`config.mk`:
```
export PLATFORM = sky130hd
export DESIGN_NAME = modrm_sib_address_generator
export DESIGN_NICKNAME = d
export VERILOG_FILES = /design/src/rtl/msag_pkg.sv /design/src/rtl/msag_front.sv /design/src/rtl/msag_queue.sv /design/src/rtl/msag_back.sv /design/src/rtl/modrm_sib_address_generator.sv
export SDC_FILE = /design/constraint.sdc
export NUM_CORES = 2
export LEC_CHECK = 0
export BUFFER_PORTS_ARGS = -buffer_cell sky130_fd_sc_hd__buf_2
export CORE_UTILIZATION = 25
export CTS_CLUSTER_DIAMETER = 50
export DETAILED_ROUTE_END_ITERATION = 7
export GPL_ROUTABILITY_DRIVEN = 0
export SYNTH_ARGS = -nofsm -noshare
export SYNTH_HDL_FRONTEND = slang
export SYNTH_SLANG_ARGS = --single-unit
export TNS_END_PERCENT = 50
```
`constraint.sdc`:
```
create_clock -name clock -period 18.45 [get_ports clock]
set_input_delay 0.9225 -clock clock [delete_from_list [all_inputs] [get_ports clock]]
set_output_delay 0.9225 -clock clock [all_outputs]
set_load 0.005 [all_outputs]
```
`src/rtl/msag_pkg.sv`:
```
// ----------------------------------------------------------------------------
// msag_pkg
// Shared types and constants for the ModR/M and SIB address generator:
// the address size code and the decoded item passed from front to back.
// ----------------------------------------------------------------------------
package msag_pkg;

   // Default number of mirrored general registers
   localparam int GPR_COUNT = 16;

   // Entries in the front-to-back queue (power of two)
   localparam int QUEUE_DEPTH = 4;

   // Item opcodes
   localparam logic OP_WRITE = 1'b0;
   localparam logic OP_ADDR  = 1'b1;

   // Address size after folding the reserved code into 64-bit
   typedef enum logic [1:0] {
      SIZE_16 = 2'd0,
      SIZE_32 = 2'd1,
      SIZE_64 = 2'd2
   } size_type;

   // Decoded item: register numbers to read, addend and finished flags.
   // For a write item, base_num carries the register number and addend
   // carries the value to load.
   typedef struct packed {
      logic        is_write;
      logic [3:0]  base_num;
      logic        base_en;
      logic [3:0]  index_num;
      logic        index_en;
      logic [1:0]  scale;
      size_type    size;
      logic [63:0] addend;
      logic        is_register;
      logic [3:0]  reg_field;
      logic [3:0]  rm_field;
      logic        sib_present;
      logic [2:0]  disp_bytes;
      logic        rip_relative;
   } msag_entry_type;

endpackage

```
`src/rtl/msag_front.sv`:
```
// ----------------------------------------------------------------------------
// msag_front
// Accepts items and decodes the ModR/M / SIB addressing form into a queue
// entry: which registers to read, the scale, and a single constant addend.
// ----------------------------------------------------------------------------
module msag_front (
   input  logic                     req_valid,
   output logic                     req_ready,
   input  logic                     req_op,
   input  logic [3:0]               req_write_index,
   input  logic [63:0]              req_write_value,
   input  logic [7:0]               req_modrm_byte,
   input  logic [7:0]               req_sib_byte,
   input  logic signed [31:0]       req_displacement,
   input  logic                     req_rex_r,
   input  logic                     req_rex_b,
   input  logic                     req_rex_x,
   input  logic [1:0]               req_addr_size,
   input  logic [63:0]              req_next_ip,
   input  logic                     q_full,
   output logic                     q_push,
   output msag_pkg::msag_entry_type q_entry
);
   import msag_pkg::*;

   // ModR/M encodings
   localparam logic [1:0] MOD_NO_DISP = 2'd0;
   localparam logic [1:0] MOD_DISP8   = 2'd1;
   localparam logic [1:0] MOD_DISPW   = 2'd2;
   localparam logic [1:0] MOD_REG     = 2'd3;
   localparam logic [2:0] RM_SIB      = 3'd4;
   localparam logic [2:0] RM_DISP32   = 3'd5;
   localparam logic [2:0] RM16_DIRECT = 3'd6;
   localparam logic [2:0] BASE_DISP32 = 3'd5;
   localparam logic [3:0] NO_INDEX    = 4'd4;

   // Displacement lengths
   localparam logic [2:0] DISP_NONE = 3'd0;
   localparam logic [2:0] DISP_1    = 3'd1;
   localparam logic [2:0] DISP_2    = 3'd2;
   localparam logic [2:0] DISP_4    = 3'd4;

   // 16-bit base register by rm: BX BX BP BP SI DI BP BX
   function automatic logic [3:0] base16(input logic [2:0] rm);
      case (rm)
         3'd0, 3'd1, 3'd7: return 4'd3;
         3'd2, 3'd3, 3'd6: return 4'd5;
         3'd4:             return 4'd6;
         default:          return 4'd7;
      endcase
   endfunction

   // 16-bit index register by rm: SI DI SI DI, none for rm 4..7
   function automatic logic [3:0] index16(input logic [2:0] rm);
      return rm[0] ? 4'd7 : 4'd6;
   endfunction

   logic [1:0]  mod_f;
   logic [2:0]  reg_f;
   logic [2:0]  rm_f;
   logic [63:0] sx8;
   logic [63:0] sx32;
   logic [63:0] zx16;
   logic [63:0] disp_w;
   logic [2:0]  disp_w_bytes;
   logic [3:0]  sib_index;
   size_type    size;
   msag_entry_type e;

   assign mod_f = req_modrm_byte[7:6];
   assign reg_f = req_modrm_byte[5:3];
   assign rm_f  = req_modrm_byte[2:0];
   assign sx8   = {{56{req_displacement[7]}}, req_displacement[7:0]};
   assign sx32  = {{32{req_displacement[31]}}, req_displacement[31:0]};
   assign zx16  = {48'd0, req_displacement[15:0]};
   assign sib_index = {req_rex_x, req_sib_byte[5:3]};

   // Handshake: take an item whenever the queue has room
   assign req_ready = !q_full;
   assign q_push    = req_valid && !q_full;
   assign q_entry   = e;

   // Fold the reserved size code into 64-bit
   always_comb begin
      case (req_addr_size)
         2'd0:    size = SIZE_16;
         2'd1:    size = SIZE_32;
         default: size = SIZE_64;
      endcase
   end

   // Displacement carried by mod 1 / mod 2 for this size
   always_comb begin
      case (mod_f)
         MOD_DISP8: begin
            disp_w       = sx8;
            disp_w_bytes = DISP_1;
         end
         MOD_DISPW: begin
            disp_w       = (size == SIZE_16) ? zx16 : sx32;
            disp_w_bytes = (size == SIZE_16) ? DISP_2 : DISP_4;
         end
         default: begin
            disp_w       = 64'd0;
            disp_w_bytes = DISP_NONE;
         end
      endcase
   end

   // Decode the addressing form
   always_comb begin
      e = '0;
      e.size = size;
      if (req_op == OP_WRITE) begin
         e.is_write = 1'b1;
         e.base_num = req_write_index;
         e.addend   = req_write_value;
      end else begin
         e.reg_field = {req_rex_r, reg_f};
         e.rm_field  = {req_rex_b, rm_f};
         if (mod_f == MOD_REG) begin
            e.is_register = 1'b1;
         end else if (size == SIZE_16) begin
            if (mod_f == MOD_NO_DISP && rm_f == RM16_DIRECT) begin
               e.addend     = zx16;
               e.disp_bytes = DISP_2;
            end else begin
               e.base_en    = 1'b1;
               e.base_num   = base16(rm_f);
               e.index_en   = !rm_f[2];
               e.index_num  = index16(rm_f);
               e.addend     = disp_w;
               e.disp_bytes = disp_w_bytes;
            end
         end else if (rm_f == RM_SIB) begin
            e.sib_present = 1'b1;
            e.scale       = req_sib_byte[7:6];
            e.index_num   = sib_index;
            e.index_en    = (sib_index != NO_INDEX);
            e.base_num    = {req_rex_b, req_sib_byte[2:0]};
            if (mod_f == MOD_NO_DISP && req_sib_byte[2:0] == BASE_DISP32) begin
               e.addend     = sx32;
               e.disp_bytes = DISP_4;
            end else begin
               e.base_en    = 1'b1;
               e.addend     = disp_w;
               e.disp_bytes = disp_w_bytes;
            end
         end else if (mod_f == MOD_NO_DISP && rm_f == RM_DISP32) begin
            e.disp_bytes = DISP_4;
            if (size == SIZE_64) begin
               e.rip_relative = 1'b1;
               e.addend       = req_next_ip + sx32;
            end else begin
               e.addend = sx32;
            end
         end else begin
            e.base_en    = 1'b1;
            e.base_num   = {req_rex_b, rm_f};
            e.addend     = disp_w;
            e.disp_bytes = disp_w_bytes;
         end
      end
   end

endmodule

```
`src/rtl/msag_queue.sv`:
```
// ----------------------------------------------------------------------------
// msag_queue
// Small FIFO of decoded items between the front and the back, so that
// either side can stall without stopping the other.
// ----------------------------------------------------------------------------
module msag_queue (
   input  logic                     clock,
   input  logic                     reset,
   input  logic                     push,
   input  msag_pkg::msag_entry_type push_entry,
   output logic                     full,
   output logic                     head_valid,
   output msag_pkg::msag_entry_type head_entry,
   input  logic                     pop
);
   import msag_pkg::*;

   localparam int QA = $clog2(QUEUE_DEPTH);

   msag_entry_type entries_ff [QUEUE_DEPTH];
   logic [QA-1:0]  wr_ptr_ff;
   logic [QA-1:0]  wr_ptr_in;
   logic [QA-1:0]  rd_ptr_ff;
   logic [QA-1:0]  rd_ptr_in;
   logic [QA:0]    count_ff;
   logic [QA:0]    count_in;

   assign full       = (count_ff == (QA+1)'(QUEUE_DEPTH));
   assign head_valid = (count_ff != '0);
   assign head_entry = entries_ff[rd_ptr_ff];

   // Pointer and fill count update
   always_comb begin
      wr_ptr_in = push ? wr_ptr_ff + 1'b1 : wr_ptr_ff;
      rd_ptr_in = pop  ? rd_ptr_ff + 1'b1 : rd_ptr_ff;
      count_in  = count_ff;
      if (push && !pop) begin
         count_in = count_ff + 1'b1;
      end else if (pop && !push) begin
         count_in = count_ff - 1'b1;
      end
   end

   always_ff @(posedge clock) begin
      if (reset) begin
         wr_ptr_ff <= '0;
         rd_ptr_ff <= '0;
         count_ff  <= '0;
      end else begin
         wr_ptr_ff <= wr_ptr_in;
         rd_ptr_ff <= rd_ptr_in;
         count_ff  <= count_in;
      end
   end

   // Storage
   always_ff @(posedge clock) begin
      if (push) begin
         entries_ff[wr_ptr_ff] <= push_entry;
      end
   end

endmodule

```
`src/rtl/msag_back.sv`:
```
// ----------------------------------------------------------------------------
// msag_back
// Executes decoded items in order: writes go into the register mirror,
// address items read base and index from it, then add, wrap and register
// the result.
// ----------------------------------------------------------------------------
module msag_back #(
   parameter int NUM_GPRS = msag_pkg::GPR_COUNT
) (
   input  logic                     clock,
   input  logic                     reset,
   input  logic                     q_valid,
   input  msag_pkg::msag_entry_type q_entry,
   output logic                     q_pop,
   output logic                     rsp_valid,
   input  logic                     rsp_ready,
   output logic [63:0]              rsp_eff_addr,
   output logic                     rsp_is_register,
   output logic [3:0]               rsp_reg_field,
   output logic [3:0]               rsp_rm_field,
   output logic                     rsp_sib_present,
   output logic [2:0]               rsp_disp_bytes,
   output logic                     rsp_rip_relative
);
   import msag_pkg::*;

   localparam int AW = $clog2(NUM_GPRS);

   function automatic logic [63:0] size_mask(input size_type s);
      case (s)
         SIZE_16: return 64'h0000_0000_0000_FFFF;
         SIZE_32: return 64'h0000_0000_FFFF_FFFF;
         default: return 64'hFFFF_FFFF_FFFF_FFFF;
      endcase
   endfunction

   function automatic logic gpr_exists(input logic [3:0] num);
      return 32'(num) < NUM_GPRS;
   endfunction

   // Register mirror; an entry never written reads as zero
   logic [63:0]         gpr_mem [NUM_GPRS];
   logic [NUM_GPRS-1:0] gpr_valid_ff;

   // Read stage
   logic           s1_valid_ff;
   msag_entry_type s1_entry_ff;
   logic [63:0]    base_rd_ff;
   logic [63:0]    index_rd_ff;
   logic           base_ok_ff;
   logic           index_ok_ff;

   // Result register
   logic        rsp_valid_ff;
   logic [63:0] rsp_eff_addr_ff;
   logic        rsp_is_register_ff;
   logic [3:0]  rsp_reg_field_ff;
   logic [3:0]  rsp_rm_field_ff;
   logic        rsp_sib_present_ff;
   logic [2:0]  rsp_disp_bytes_ff;
   logic        rsp_rip_relative_ff;

   logic        out_free;
   logic        s1_adv;
   logic        gpr_write;
   logic        base_ok_in;
   logic        index_ok_in;
   logic [63:0] vmask;
   logic [63:0] base_val;
   logic [63:0] index_val;
   logic [63:0] index_scaled;
   logic [63:0] sum;
   logic [63:0] eff_addr_in;

   // Flow control
   assign out_free  = !rsp_valid_ff || rsp_ready;
   assign s1_adv    = !s1_valid_ff || out_free;
   assign q_pop     = q_valid && s1_adv;
   assign gpr_write = q_pop && q_entry.is_write && gpr_exists(q_entry.base_num);

   assign base_ok_in  = q_entry.base_en && gpr_exists(q_entry.base_num)
                        && gpr_valid_ff[q_entry.base_num[AW-1:0]];
   assign index_ok_in = q_entry.index_en && gpr_exists(q_entry.index_num)
                        && gpr_valid_ff[q_entry.index_num[AW-1:0]];

   // Mirror write port and two registered read ports
   always_ff @(posedge clock) begin
      if (gpr_write) begin
         gpr_mem[q_entry.base_num[AW-1:0]] <= q_entry.addend;
      end
      if (q_pop) begin
         base_rd_ff  <= gpr_mem[q_entry.base_num[AW-1:0]];
         index_rd_ff <= gpr_mem[q_entry.index_num[AW-1:0]];
         base_ok_ff  <= base_ok_in;
         index_ok_ff <= index_ok_in;
         s1_entry_ff <= q_entry;
      end
   end

   // Valid bits and read stage occupancy
   always_ff @(posedge clock) begin
      if (reset) begin
         gpr_valid_ff <= '0;
         s1_valid_ff  <= 1'b0;
      end else begin
         if (gpr_write) begin
            gpr_valid_ff[q_entry.base_num[AW-1:0]] <= 1'b1;
         end
         if (s1_adv) begin
            s1_valid_ff <= q_pop;
         end
      end
   end

   // Address sum, wrapped to the address size
   always_comb begin
      vmask        = size_mask(s1_entry_ff.size);
      base_val     = (base_ok_ff ? base_rd_ff : 64'd0) & vmask;
      index_val    = (index_ok_ff ? index_rd_ff : 64'd0) & vmask;
      index_scaled = index_val << s1_entry_ff.scale;
      sum          = base_val + index_scaled + s1_entry_ff.addend;
      eff_addr_in  = s1_entry_ff.is_write ? 64'd0 : (sum & vmask);
   end

   // Output register
   always_ff @(posedge clock) begin
      if (reset) begin
         rsp_valid_ff <= 1'b0;
      end else if (out_free) begin
         rsp_valid_ff <= s1_valid_ff;
      end
   end

   always_ff @(posedge clock) begin
      if (out_free && s1_valid_ff) begin
         rsp_eff_addr_ff     <= eff_addr_in;
         rsp_is_register_ff  <= s1_entry_ff.is_register;
         rsp_reg_field_ff    <= s1_entry_ff.reg_field;
         rsp_rm_field_ff     <= s1_entry_ff.rm_field;
         rsp_sib_present_ff  <= s1_entry_ff.sib_present;
         rsp_disp_bytes_ff   <= s1_entry_ff.disp_bytes;
         rsp_rip_relative_ff <= s1_entry_ff.rip_relative;
      end
   end

   assign rsp_valid        = rsp_valid_ff;
   assign rsp_eff_addr     = rsp_eff_addr_ff;
   assign rsp_is_register  = rsp_is_register_ff;
   assign rsp_reg_field    = rsp_reg_field_ff;
   assign rsp_rm_field     = rsp_rm_field_ff;
   assign rsp_sib_present  = rsp_sib_present_ff;
   assign rsp_disp_bytes   = rsp_disp_bytes_ff;
   assign rsp_rip_relative = rsp_rip_relative_ff;

endmodule

```
`src/rtl/modrm_sib_address_generator.sv`:
```
// An accepted item reaches the output via the queue, the read stage and the output register.
// Throughput: one item per cycle unless the output stalls; a write item followed by a reader
//   of that register flows at full rate, as both pass the mirror in order at the queue head.
// The queue holds 4 items, so the input takes items while the output stalls, until it is full.
// Reset: clears queue, pipeline valids and the mirror's valid bits; every register reads zero.
// ----------------------------------------------------------------------------
// modrm_sib_address_generator
// x86 ModR/M and SIB effective-address generator with a mirror of the
// general registers: decode front, item queue, register read and add back.
// ----------------------------------------------------------------------------
module modrm_sib_address_generator #(
   parameter int NUM_GPRS = msag_pkg::GPR_COUNT
) (
   input  logic               clock,
   input  logic               reset,
   input  logic               req_valid,
   output logic               req_ready,
   input  logic               req_op,
   input  logic [3:0]         req_write_index,
   input  logic [63:0]        req_write_value,
   input  logic [7:0]         req_modrm_byte,
   input  logic [7:0]         req_sib_byte,
   input  logic signed [31:0] req_displacement,
   input  logic               req_rex_r,
   input  logic               req_rex_b,
   input  logic               req_rex_x,
   input  logic [1:0]         req_addr_size,
   input  logic [63:0]        req_next_ip,
   output logic               rsp_valid,
   input  logic               rsp_ready,
   output logic [63:0]        rsp_eff_addr,
   output logic               rsp_is_register,
   output logic [3:0]         rsp_reg_field,
   output logic [3:0]         rsp_rm_field,
   output logic               rsp_sib_present,
   output logic [2:0]         rsp_disp_bytes,
   output logic               rsp_rip_relative
);
   import msag_pkg::*;

   logic           q_full;
   logic           q_push;
   msag_entry_type q_push_entry;
   logic           q_head_valid;
   msag_entry_type q_head_entry;
   logic           q_pop;

   // Decode front
   msag_front u_front (
      .req_valid        (req_valid),
      .req_ready        (req_ready),
      .req_op           (req_op),
      .req_write_index  (req_write_index),
      .req_write_value  (req_write_value),
      .req_modrm_byte   (req_modrm_byte),
      .req_sib_byte     (req_sib_byte),
      .req_displacement (req_displacement),
      .req_rex_r        (req_rex_r),
      .req_rex_b        (req_rex_b),
      .req_rex_x        (req_rex_x),
      .req_addr_size    (req_addr_size),
      .req_next_ip      (req_next_ip),
      .q_full           (q_full),
      .q_push           (q_push),
      .q_entry          (q_push_entry)
   );

   // Item queue
   msag_queue u_queue (
      .clock      (clock),
      .reset      (reset),
      .push       (q_push),
      .push_entry (q_push_entry),
      .full       (q_full),
      .head_valid (q_head_valid),
      .head_entry (q_head_entry),
      .pop        (q_pop)
   );

   // Register mirror and address back end
   msag_back #(
      .NUM_GPRS (NUM_GPRS)
   ) u_back (
      .clock            (clock),
      .reset            (reset),
      .q_valid          (q_head_valid),
      .q_entry          (q_head_entry),
      .q_pop            (q_pop),
      .rsp_valid        (rsp_valid),
      .rsp_ready        (rsp_ready),
      .rsp_eff_addr     (rsp_eff_addr),
      .rsp_is_register  (rsp_is_register),
      .rsp_reg_field    (rsp_reg_field),
      .rsp_rm_field     (rsp_rm_field),
      .rsp_sib_present  (rsp_sib_present),
      .rsp_disp_bytes   (rsp_disp_bytes),
      .rsp_rip_relative (rsp_rip_relative)
   );

endmodule
```
==> qor.txt <==
Most common cell after layout, fill and taps aside -> edfxtp_1
Max_cap viols -> 0
Non-Filler Instances -> 9945
Period utilization -> 0.3314
Num CTS Buffers -> 179
Dpl cells -> 9612
Worst-path fanout max -> 54
Combinational Power Share -> 0.445
Slew Limit Fails -> 0
Worst-margin pin slew -> 1311 ps
Core region area -> 334200 sq um
Die X -> 582.1 um
Layout cells sized above 1 -> 0.2410
Worst slack, placed -> 12400 ps
CTS tree -> done
Initial antenna violation count -> 34
Worst Skew -> 38.29 ps
Yosys warns -> 0
Die span in y -> 582.1 um
Maximum clock frequency -> 163.6 MHz
Sink Count -> 1714
Ys async rst share -> 0
Critical path launch point type -> flip-flop
Hold Vio Cnt, Final -> 0
DRT Pass-1 Iters -> 5
Critical Path RT -> 18980 ps
Synthesized net count -> 5601
Design area -> 96350 sq um
Row count -> 212
Final hold slack -> 419.0 ps
Class of the worst hold path -> flip-flop to flip-flop
H-tree Lvls -> 4
Die Area -> 338900 sq um
Synth Instances -> 5210
I/O Buffers -> 269
DR iter-0 viols -> 5390
Bufs on Longest Clock Path -> 3
CP startpoint -> u_back.s1_entry_ff[80]$_DFFE_PP_
Placed instance area -> 90490 sq um
Seq pwr share -> 0.347
Unrepaired setup endpoints after global routing -> false
# Post-CTS Setup Buffers -> 0
Vias -> 50270
WL/cell -> 24.33 um
Global-route wire length before repair -> 350000 um
Fin nets -> 5797
Detail Placement HPWL -> 153800 um
CP Data Arrival Time -> 6650 ps
Int Pwr -> 10.57 mW
Top_reg_cell synth -> edfxtp_1
Via-to-Cell Ratio -> 5.055
Commonest non-fill, non-tap cells in the layout -> edfxtp_1, mux4_2, a21oi_1, buf_2, nand2_1
Max incr delay on CP -> 920 ps
Status -> finished, final reports clean
Largest net degree at the start of global routing -> 127
Switching power total -> 6.688 mW
Total grt overflow -> 0
Initial core utilization -> 0.2517
Kind of critical path -> flip-flop to flip-flop
Post-route setup slack -> 12340 ps
Flops & latches, synth -> 1714
Buf/Inv on CP -> 2
Hold buffers post-CTS -> 0
Sequential share of the synthesized area -> 0.6085
Final WL -> 241900 um
Post-CTS Resized -> 0
CP top delay family -> compound AO/OA/AOI/OAI gates
Clock Power Share -> 0.209
TNS Setup -> 0 ps
Clk slew on worst S/H paths -> 60 ps
Endpoints failing setup -> 0
Number of fillers in the final layout -> 33150
Peak VDD IR -> 185.7 uV
Post-synth EDFFs -> 1687
Number of global-route vias before repair -> 50960
CTS root buf -> clkbuf_16
Min cycle time layout -> 6114 ps
Pwr dens -> 179.1 nW/um^2
Hold Crit Start -> u_back.s1_entry_ff[11]$_DFFE_PP_
Headroom to the max-slew limit -> 0.1037
Post-synth cell types -> 88
CP cell instances -> buf_4 -> mux4_2 -> nand2_1 -> fa_1 -> inv_1 -> ha_1 -> a21o_1 -> a31o_2 -> a221oi_2 -> o22ai_1 -> a211oi_1 -> o21ai_1 -> a211oi_2 -> o21ai_0 -> mux2i_1 -> o311ai_0
Leakage dissipation -> 31.93 nW
GRT Util Overall -> 0.1390
Worst-Skew Late Latency -> 840 ps
Synth Cell Area -> 84140 sq um
IO Count -> 270
Routed Antenna Nets -> 0
DRC Markers -> 0
Synth Area per Inst -> 16.15 sq um
Critical Path Sink Type -> flip-flop
Worst path slowest cell -> edfxtp_1
Net Sw Frac -> 0.3877
RR Startpoint -> u_back.s1_entry_ff[80]$_DFFE_PP_
Area Growth Syn to Fin -> 14.52%
==> through the flow <==
| stage | util | power [mW] |
|---|---|---|
| finish | 0.2883 | 17.25 |
| global route | 0.2883 | 18.13 |
| CTS | 0.2883 | 17.33 |
| detailed placement | 0.2708 | 13.71 |
| global placement | 0.2708 | 13.62 |
| floorplan | - | 11.29 |
==> worst register-to-register path: cells and delay by family (launching register included) <==
family          cells  cell delay, ps
compound gates      9            2390
fa+ha+maj           2             730
buf+inv             2             880
flops               1             920
mux                 2             800
simple gates        1             100
==> per-layer routing <==
metal,track usage,share of wire
met5,0,0.00036
met4,0.03443,0.020
met3,0.02485,0.084
met2,0.2152,0.45
met1,0.2006,0.44
==> path summary, 6_finish.rpt <==
kind                                                         endpoint  slack, ps  depth (start not counted)
worst max-delay path            u_back.rsp_eff_addr[59]$_SDFFCE_PP0P_      12340                         16
worst min register to register      u_back.rsp_reg_field[2]$_DFFE_PP_        420                          0
worst max register to register  u_back.rsp_eff_addr[59]$_SDFFCE_PP0P_      12340                         16
worst min-delay path                u_back.rsp_reg_field[2]$_DFFE_PP_        420                          0
==> synth_stat cells (all sizes together) (66+ instances only) <==
cell type | n | area, sq um
a21o | 81 | 608.1
mux4 | 657 | 14800
ha | 135 | 1689
inv | 225 | 844.6
edfxtp | 1687 | 50660
fa | 66 | 1321
clkbuf | 227 | 852.1
nor2b | 164 | 1026
a21oi | 335 | 1677
nand2 | 263 | 987.2
a211oi | 161 | 1219
o21ai | 105 | 533.0
mux2i | 151 | 1511
nor2 | 211 | 794.5
buf | 119 | 545.5
xnor2 | 72 | 630.6
==> cell families (layout without fill, tap and decap cells) <==
| kind of cell | Yosys count | count (layout) | synth area share |
|---|---|---|---|
| compound gates | 920 | 920 | 0.07169 |
| xor+xnor | 116 | 116 | 0.01208 |
| fa+ha+maj | 201 | 201 | 0.03578 |
| buf+inv | 572 | 917 | 0.02669 |
| flops | 1714 | 1714 | 0.6085 |
| mux | 819 | 819 | 0.1953 |
| other cells | 0 | 3 | 0 |
| simple gates | 868 | 868 | 0.04992 |
==> power by group through the flow <==
| stage | clock network (mW) | logic, mW | registers (mW) |
|---|---|---|---|
| floorplan | 0 | 5.40 | 5.89 |
| global placement | 0 | 7.58 | 6.04 |
| detailed placement | 0 | 7.65 | 6.06 |
| CTS | 3.67 | 7.67 | 5.99 |
| global route | 3.79 | 8.29 | 6.05 |
| finish | 3.60 | 7.67 | 5.98 |
==> flip-flops by register name, indices dropped and copies added, names as in the netlist, 16 cells and up, named ones only <==
name                 count
u_back.gpr_mem        1024
u_back.rsp_eff_addr     64
u_queue.entries_ff     372
u_back.index_rd_ff      64
u_back.gpr_valid_ff     16
u_back.s1_entry_ff      83
u_back.base_rd_ff       64
==> area by class of cell <==
class / instances / area (sq um) / share of cell area
clock inverter: 106 / 1151 / 0.01195
antenna: 3 / 7.507 / 0.00007791
tap: 4387 / 5489 / 0.05697
timing repair buffer: 361 / 2087 / 0.02166
multi-input combinational: 2924 / 30860 / 0.3203
clock buffer: 224 / 4700 / 0.04877
sequential: 1714 / 51210 / 0.5315
inverter: 226 / 848.3 / 0.008804
(Power assumes the default switching activity.)
